===== src/masd_pkg.sv =====
// Package with the shared constants, types and helpers of the step detector.
`timescale 1ns / 1ps

package masd_pkg;

    // Number of samples in the averaging ring (range 1 to 64).
    localparam int WINDOW_LENGTH = 5;

    localparam int SAMPLE_W = 16;
    localparam int SLOT_W   = (WINDOW_LENGTH > 1) ? $clog2(WINDOW_LENGTH) : 1;
    // Exact window sum: one sign bit plus growth for the ring length.
    localparam int SUM_W    = SAMPLE_W + 1 + $clog2(WINDOW_LENGTH);
    // Comparison width, wide enough for the sum, the 18-bit threshold and
    // the scaled previous sample.
    localparam int CMP_W    = SUM_W + 3;

    localparam int THRESH_W = 18;
    localparam int EVENTS_W = 4;
    localparam int STEP_W   = 16;
    localparam int CFG_W    = 18;
    localparam int CFG_IDX_W = 1;

    localparam logic [THRESH_W-1:0] THRESH_RESET = 18'd86016;
    localparam logic [EVENTS_W-1:0] EVENTS_RESET = 4'd2;

    // Configuration register indexes.
    localparam logic [CFG_IDX_W-1:0] CFG_SUM_THRESHOLD   = 1'b0;
    localparam logic [CFG_IDX_W-1:0] CFG_EVENTS_PER_STEP = 1'b1;

    typedef logic [SLOT_W-1:0]          t_slot;
    typedef logic signed [SAMPLE_W-1:0] t_sample;

    // Write request from the update stage into the sample ring.
    typedef struct packed {
        logic    en;
        t_slot   slot;
        t_sample data;
    } t_ring_wr;

    // Next ring slot, wrapping after the last entry.
    function automatic t_slot next_slot(input t_slot slot);
        t_slot result;
        if (slot == SLOT_W'(WINDOW_LENGTH - 1)) begin
            result = '0;
        end else begin
            result = slot + SLOT_W'(1);
        end
        return result;
    endfunction

endpackage


===== src/masd_ring.sv =====
// Sample ring memory with cleared-at-reset entries and write-to-read forwarding.
`timescale 1ns / 1ps

module masd_ring
    import masd_pkg::*;
(
    input  logic     i_clk,
    input  logic     i_rst_n,
    input  logic     i_rd_en,
    input  t_slot    i_rd_slot,
    input  t_ring_wr i_wr,
    output t_sample  o_rd_data
);

    t_sample                  r_mem [WINDOW_LENGTH];
    logic [WINDOW_LENGTH-1:0] r_valid;
    t_sample                  r_rd_mem;
    logic                     r_rd_ok;
    logic                     r_fwd;
    t_sample                  r_fwd_data;

    // Synchronous memory: one write and one read port, read data registered.
    always_ff @(posedge i_clk) begin
        if (i_wr.en) begin
            r_mem[i_wr.slot] <= i_wr.data;
        end
        if (i_rd_en) begin
            r_rd_mem <= r_mem[i_rd_slot];
        end
    end

    // An entry never written since reset reads as zero.
    always_ff @(posedge i_clk) begin
        if (!i_rst_n) begin
            r_valid <= '0;
            r_rd_ok <= 1'b0;
            r_fwd   <= 1'b0;
        end else begin
            if (i_wr.en) begin
                r_valid[i_wr.slot] <= 1'b1;
            end
            if (i_rd_en) begin
                r_rd_ok <= r_valid[i_rd_slot];
                r_fwd   <= i_wr.en && (i_wr.slot == i_rd_slot);
            end
        end
    end

    always_ff @(posedge i_clk) begin
        if (i_rd_en) begin
            r_fwd_data <= i_wr.data;
        end
    end

    always_comb begin
        if (r_fwd) begin
            o_rd_data = r_fwd_data;
        end else if (r_rd_ok) begin
            o_rd_data = r_rd_mem;
        end else begin
            o_rd_data = '0;
        end
    end

endmodule


===== src/moving_average_step_detector.sv =====
// Top level of the moving-average step detector.
`timescale 1ns / 1ps
// The result of an accepted request passes through the update stage and then
// the output register, where it waits for i_ready. Throughput: one request per
// cycle while the output drains; the ring memory is read at acceptance and
// written back as the update stage moves on, so the read-modify-write of the
// window sum sets the pace. A depth-one ring is served by forwarding.
// Reset (synchronous, active low) empties the pipeline, zeroes the sum, tallies
// and previous sample, marks every ring entry as zero and loads the register
// defaults. No clearing pass is needed; requests are taken right after reset.

module moving_average_step_detector
    import masd_pkg::*;
(
    input  logic                 i_clk,
    input  logic                 i_rst_n,
    input  logic                 i_valid,
    output logic                 o_ready,
    input  logic signed [15:0]   i_accel_sample,
    output logic                 o_valid,
    input  logic                 i_ready,
    output logic [15:0]          o_step_total,
    output logic                 o_step_seen,
    input  logic                 i_cfg_we,
    input  logic [CFG_IDX_W-1:0] i_cfg_index,
    input  logic [CFG_W-1:0]     i_cfg_wdata
);

    // Configuration registers.
    logic [THRESH_W-1:0] r_sum_threshold;
    logic [EVENTS_W-1:0] r_events_per_step;

    // Read stage pointer: the slot the next accepted sample will replace.
    t_slot r_rd_slot;

    // Update stage: the sample whose old ring entry is being read.
    logic    r_s1_vld;
    t_sample r_s1_sample;
    t_slot   r_s1_slot;

    // Running state kept next to the ring.
    logic signed [SUM_W-1:0] r_sum;
    t_sample                 r_last;
    logic [EVENTS_W-1:0]     r_event_tally;
    logic [STEP_W-1:0]       r_step_tally;

    // Output register.
    logic              r_out_vld;
    logic [STEP_W-1:0] r_out_total;
    logic              r_out_seen;

    logic     in_acc;
    logic     s1_adv;
    t_sample  old_sample;
    t_ring_wr ring_wr;

    logic signed [SUM_W-1:0] n_sum;
    logic signed [CMP_W-1:0] sum_ext;
    logic signed [CMP_W-1:0] thresh_ext;
    logic signed [CMP_W-1:0] last_scaled;
    logic                    is_event;
    logic [EVENTS_W-1:0]     tally_inc;
    logic [EVENTS_W-1:0]     need;
    logic                    step_hit;
    logic [EVENTS_W-1:0]     n_event_tally;
    logic [STEP_W-1:0]       n_step_tally;

    // The update stage moves on when the output register is empty or drained.
    // A new request is taken whenever the update stage is free or moving on,
    // so one request can still enter behind a waiting result; a second one
    // is held off until that result is taken.
    assign s1_adv  = r_s1_vld && (!r_out_vld || i_ready);
    assign o_ready = !r_s1_vld || s1_adv;
    assign in_acc  = i_valid && o_ready;

    // The update stage writes the new sample back over the entry it replaced.
    assign ring_wr.en   = s1_adv;
    assign ring_wr.slot = r_s1_slot;
    assign ring_wr.data = r_s1_sample;

    masd_ring u_ring (
        .i_clk     (i_clk),
        .i_rst_n   (i_rst_n),
        .i_rd_en   (in_acc),
        .i_rd_slot (r_rd_slot),
        .i_wr      (ring_wr),
        .o_rd_data (old_sample)
    );

    // Window arithmetic. The average test compares the sum against the
    // previous sample scaled by the window length, so nothing is divided.
    always_comb begin
        n_sum = r_sum - SUM_W'(old_sample) + SUM_W'(r_s1_sample);
        sum_ext     = CMP_W'(n_sum);
        thresh_ext  = $signed({{(CMP_W-THRESH_W){1'b0}}, r_sum_threshold});
        last_scaled = CMP_W'(r_last) * CMP_W'(WINDOW_LENGTH);

        is_event = (sum_ext > thresh_ext) && (r_s1_sample > r_last) &&
                   (sum_ext < last_scaled);

        tally_inc = is_event ? (r_event_tally + EVENTS_W'(1)) : r_event_tally;
        // A zero requirement behaves like one event per step.
        need      = (r_events_per_step == '0) ? EVENTS_W'(1) : r_events_per_step;
        // A requirement lowered under the current tally still fires here.
        step_hit  = (tally_inc >= need);

        n_event_tally = step_hit ? '0 : tally_inc;
        n_step_tally  = step_hit ? (r_step_tally + STEP_W'(1)) : r_step_tally;
    end

    // Configuration writes.
    always_ff @(posedge i_clk) begin
        if (!i_rst_n) begin
            r_sum_threshold   <= THRESH_RESET;
            r_events_per_step <= EVENTS_RESET;
        end else if (i_cfg_we) begin
            case (i_cfg_index)
                CFG_SUM_THRESHOLD: begin
                    r_sum_threshold <= i_cfg_wdata[THRESH_W-1:0];
                end
                CFG_EVENTS_PER_STEP: begin
                    r_events_per_step <= i_cfg_wdata[EVENTS_W-1:0];
                end
                default: begin
                end
            endcase
        end
    end

    // Pipeline control and running state.
    always_ff @(posedge i_clk) begin
        if (!i_rst_n) begin
            r_rd_slot     <= '0;
            r_s1_vld      <= 1'b0;
            r_out_vld     <= 1'b0;
            r_sum         <= '0;
            r_last        <= '0;
            r_event_tally <= '0;
            r_step_tally  <= '0;
        end else begin
            if (in_acc) begin
                r_rd_slot <= next_slot(r_rd_slot);
                r_s1_vld  <= 1'b1;
            end else if (s1_adv) begin
                r_s1_vld  <= 1'b0;
            end

            if (s1_adv) begin
                r_out_vld     <= 1'b1;
                r_sum         <= n_sum;
                r_last        <= r_s1_sample;
                r_event_tally <= n_event_tally;
                r_step_tally  <= n_step_tally;
            end else if (i_ready) begin
                r_out_vld <= 1'b0;
            end
        end
    end

    // Payload registers.
    always_ff @(posedge i_clk) begin
        if (in_acc) begin
            r_s1_sample <= i_accel_sample;
            r_s1_slot   <= r_rd_slot;
        end
        if (s1_adv) begin
            r_out_total <= n_step_tally;
            r_out_seen  <= step_hit;
        end
    end

    assign o_valid      = r_out_vld;
    assign o_step_total = r_out_total;
    assign o_step_seen  = r_out_seen;

    // The read pointer always runs exactly one slot ahead of the update stage.
    a_slot_order: assert property (@(posedge i_clk) disable iff (!i_rst_n)
        r_s1_vld |-> (r_rd_slot == next_slot(r_s1_slot)))
        else $error("read slot is not one ahead of the update stage");

    // A step moves the step tally by exactly one and clears the event tally.
    a_step_count: assert property (@(posedge i_clk) disable iff (!i_rst_n)
        (s1_adv && step_hit) |=>
            (r_step_tally == $past(r_step_tally) + STEP_W'(1)) &&
            (r_event_tally == '0) && r_out_seen)
        else $error("step did not advance the tally by one");

    // After an update the event tally stays below the requirement.
    a_tally_bound: assert property (@(posedge i_clk) disable iff (!i_rst_n)
        s1_adv |=> ((r_events_per_step == '0) ? (r_event_tally == '0)
                                               : (r_event_tally < r_events_per_step)))
        else $error("event tally reached the requirement without a step");

    // While a result is valid, the published total matches the running step tally.
    a_total_match: assert property (@(posedge i_clk) disable iff (!i_rst_n)
        r_out_vld |-> (r_out_total == r_step_tally))
        else $error("output total differs from the step tally");

endmodule


===== config.mk =====
export PLATFORM = sky130hd
export DESIGN_NAME = moving_average_step_detector
export DESIGN_NICKNAME = d
export VERILOG_FILES = /design/src/masd_pkg.sv /design/src/masd_ring.sv /design/src/moving_average_step_detector.sv
export SDC_FILE = /design/constraint.sdc
export NUM_CORES = 1
export LEC_CHECK = 0
export BUFFER_PORTS_ARGS = -buffer_cell sky130_fd_sc_hd__buf_2
export CORE_UTILIZATION = 45
export DETAILED_ROUTE_END_ITERATION = 7
export HOLD_SLACK_MARGIN = 0.06
export PLACE_DENSITY = 0.67
export SLEW_MARGIN = 20
export SYNTH_ARGS = -nofsm -noshare
export SYNTH_HDL_FRONTEND = slang
export SYNTH_SLANG_ARGS = --single-unit

===== constraint.sdc =====
create_clock -name i_clk -period 15.16 [get_ports i_clk]
set_input_delay 0.758 -clock i_clk [delete_from_list [all_inputs] [get_ports i_clk]]
set_output_delay 0.758 -clock i_clk [all_outputs]
set_load 0.02 [all_outputs]

==> results_dict.tcl <==
set metrics [dict create \
    synth_edf_count 148 \
    cp.arrival_ps 9590 \
    post-synth-top-count-cell "edfxtp_1" \
    io_pins 59 \
    routed_via_density 5.37 \
    fmax_mhz 109 \
    maxCapViolations 0 \
    fillCellCount 2350 \
    area_delta_synth_final_pct 12.6 \
    synth_common_cells "148 x edfxtp_1, 133 x nand2_1, 109 x ha_1, 90 x dfxtp_1, 87 x a21oi_1" \
    antenna_cells_inserted 0 \
    number_of_vias_in_the_routed_layout 8201 \
    synth_cell_types 67 \
    run_status "finished, final reports clean" \
    final.setup_skew_ps 12.6 \
    number_of_drc_markers_in_iteration_0 427 \
    tightestPinTransition_ps 1060 \
    synth-compound-area-share 0.103 \
    globalRoute.totalOverflow 0 \
    post-synth-top-area-cell "edfxtp_1" \
    reg2regPathDepth 31 \
    post-dp-hpwl_um 17400 \
    element_type_at_the_critical_path_end "flip-flop" \
    power.total_mw 2.06 \
    r2r_end "r_step_tally[15]" \
    initial_utilization 0.460 \
    detail-route-antenna-nets 0 \
    drive_gt1_frac 0.141 \
    netlist_top_cells_area "edfxtp_1 36%, dfxtp_1 14%, ha_1 11%, nand2_1 4.0%, a21oi_1 3.5%" \
    post-route-period-util 0.605 \
    postCtsResizedCells 0 \
    clockBufferDepth 3 \
    synth_top_flop_cell "edfxtp_1" \
    synth_sequential_area_ratio 0.502 \
    wire_length_of_the_first_global_routing_pass_um 41500 \
    timing.final.hold_violations 0 \
    gr-usage-all-layers 0.184 \
    place.port_buffers 58 \
    post-synth-top-area-fraction 0.357 \
    endpoint "r_step_tally[15]" \
    drt_wl_total_um 25200 \
    drc 0 \
    routabilityCongestion 0.847 \
    cts.htree.levels 1 \
    drt-met1-wl_um 11500 \
    crit_path_frequent_cell "nor2_1" \
    grt_antenna_before_repair 0 \
    combinational_family_with_the_most_area_after_synthesis "adder cells" \
    layout.nets 1335 \
    critical_path_required_ps 15570 \
    reg2reg_setup_slack_ps 5980 \
    post_synth_fa_ha_maj_area_fraction 0.143 \
    synthXorXnorAreaFrac 0.0451 \
    route.detailed.wl_per_inst_um 16.5 \
    wl_met2_um 12100 \
    maxSlewHeadroom 0.295 \
    timing.setup.tns_ps 0 \
    synth.ff_latch_count 238 \
    drtPass1Iterations 5 \
    cts_hold_repair.buffers 0 \
    critPathLaunch "u_ring.r_fwd" \
    grt_max_degree 59 \
    post_synth_and_or_nand_nor_area_fraction 0.122 \
    finalWorstPathRequiredPeriod_ps 9180 \
    die-width_um 168 \
    worst_skew_pair.late_latency_ps 550 \
    critical_path_peak_fanout 18 \
    syn_area_per_cell_um2 11.2 \
    worst_ir_drop_vdd_uv 90.3 \
    syn_inst 1110 \
    die-height_um 168 \
    ctsRootBufferMaster "clkbuf_16" \
    synth_async_sr_flop_share 0 \
    timing.critical_path.slowest_stage_cell "a21oi_1" \
    first_global_vias 8027 \
    launch_point_of_the_worst_reg_to_reg_path "u_ring.r_fwd" \
    cts.clk_slew.worst_paths_ps 60 \
    cts_buffers 26 \
    synthesis.yosys.warnings 0 \
    p_per_area_mw_per_mm2 147 \
    core_area_mm2 0.0270 \
    synth_fp_nets 1279 \
    cts_setup_buffers 0 \
    setup_repair_after_global_routing_missed_its_margin "false" \
    slowest_delay_ps 720 \
    slew_violations 0 \
    route.top_layer_used "met4" \
    seqCellArea_mm2 0.00625 \
    timing.hold.ws_ps 379 \
    worst_setup_path_start_kind "flip-flop" \
    clkSinkCount 238 \
    core.rowCount 60 \
    floorplan.die_area_mm2 0.0283 \
    multi_input_area_mm2 0.00580 \
    timing_worst_setup_path_type "flip-flop to flip-flop" \
    met3_length_um 1090 \
    report.final.setup_viol 0 \
    leakage_nw 5.42 \
    synth.area.mux_share 0.0513 \
    tritoncts "yes" \
    worstHoldPathType "input port to flip-flop" \
    syn_area_mm2 0.0124 \
]
==> registers in the layout, summed over array words and instances, names as in the netlist <==
name	cells
r_s1_sample	16
r_event_tally	4
r_step_tally	16
u_ring.r_rd_ok	1
u_ring.r_rd_mem	16
r_s1_vld	1
r_s1_slot	3
u_ring.r_valid	5
o_step_total	16
u_ring.r_mem	80
r_rd_slot	3
o_valid	1
r_sum	20
r_events_per_step	4
u_ring.r_fwd	1
o_step_seen	1
u_ring.r_fwd_data	16
r_last	16
r_sum_threshold	18
==> layout make-up <==
cell class | count | area share
Sequential cell | 238 | 0.446
Inverter | 71 | 0.0192
Clock buffer | 34 | 0.0515
Multi-Input combinational cell | 764 | 0.414
Timing Repair Buffer | 65 | 0.0245
Clock inverter | 14 | 0.0137
Tap cell | 341 | 0.0305
==> stage by stage <==
stage	util	area (um2)	instances	worst slack, ps
floorplan	-	12400	1110	8120
global placement	0.484	13100	1479	6200
detailed placement	0.484	13100	1479	5710
CTS	0.518	14000	1527	5640
global route	0.518	14000	1527	5130
finish	0.518	14000	1527	5980
==> power by group <==
part / total [mW] / switching [mW] / internal (mW)
Clock: 0.666 / 0.263 / 0.403
Sequential: 0.754 / 0.0288 / 0.726
Combinational: 0.640 / 0.374 / 0.266
==> logic make-up after synthesis <==
family / after synthesis
xor+xnor: 64
fa+ha+maj: 130
mux: 40
compound gates: 201
buf+inv: 108
flops: 238
simple gates: 329
==> placed cells by master, fill, tap and decap left out, drive strengths merged, types with 24 or more instances in the layout <==
cell type / netlist / layout
edfxtp: 148 / 148
nand2: 134 / 134
ha: 109 / 109
dfxtp: 90 / 90
a21oi: 88 / 88
inv: 71 / 71
nor2: 70 / 70
buf: 11 / 65
xnor2: 39 / 39
clkbuf: 26 / 34
xor2: 25 / 25
nor3: 25 / 25
nand3: 24 / 24
==> metal layers <==
metal  track usage  up-vias
met3        0.0263       46
met1         0.242     3913
li1              -     4100
met4        0.0502        0
met2         0.316      142
met5             0        -
==> worst max-delay path: cells and delay by family, from the launching register on <==
kind	cells	cell delay, ps
AOI/OAI and AO/OA	11	3570
xor gates and xnor gates	2	450
adders and majority gates	4	1610
buffers and inverters	2	470
DFF	1	520
muxes	1	330
and+or+nand+nor	11	2050
==> how the worst min path moves through the flow <==
| stage | to | from | slack, ps | depth (start not counted) |
|---|---|---|---|---|
| 2_1_floorplan | u_ring.r_valid[2] | u_ring.r_valid[2] | 430 | 2 |
| 3_3_place_gp | r_sum[0] | r_sum[0] | 440 | 2 |
| 3_5_place_dp | r_sum_threshold[11] | r_sum_threshold[11] | 450 | 2 |
| 4_1_cts | r_s1_sample[10] | i_accel_sample[10] | 350 | 1 |
| 5_1_grt | r_s1_sample[3] | i_accel_sample[3] | 360 | 1 |
| 6_report | r_s1_sample[10] | i_accel_sample[10] | 380 | 1 |
(Power assumes the default switching activity.)
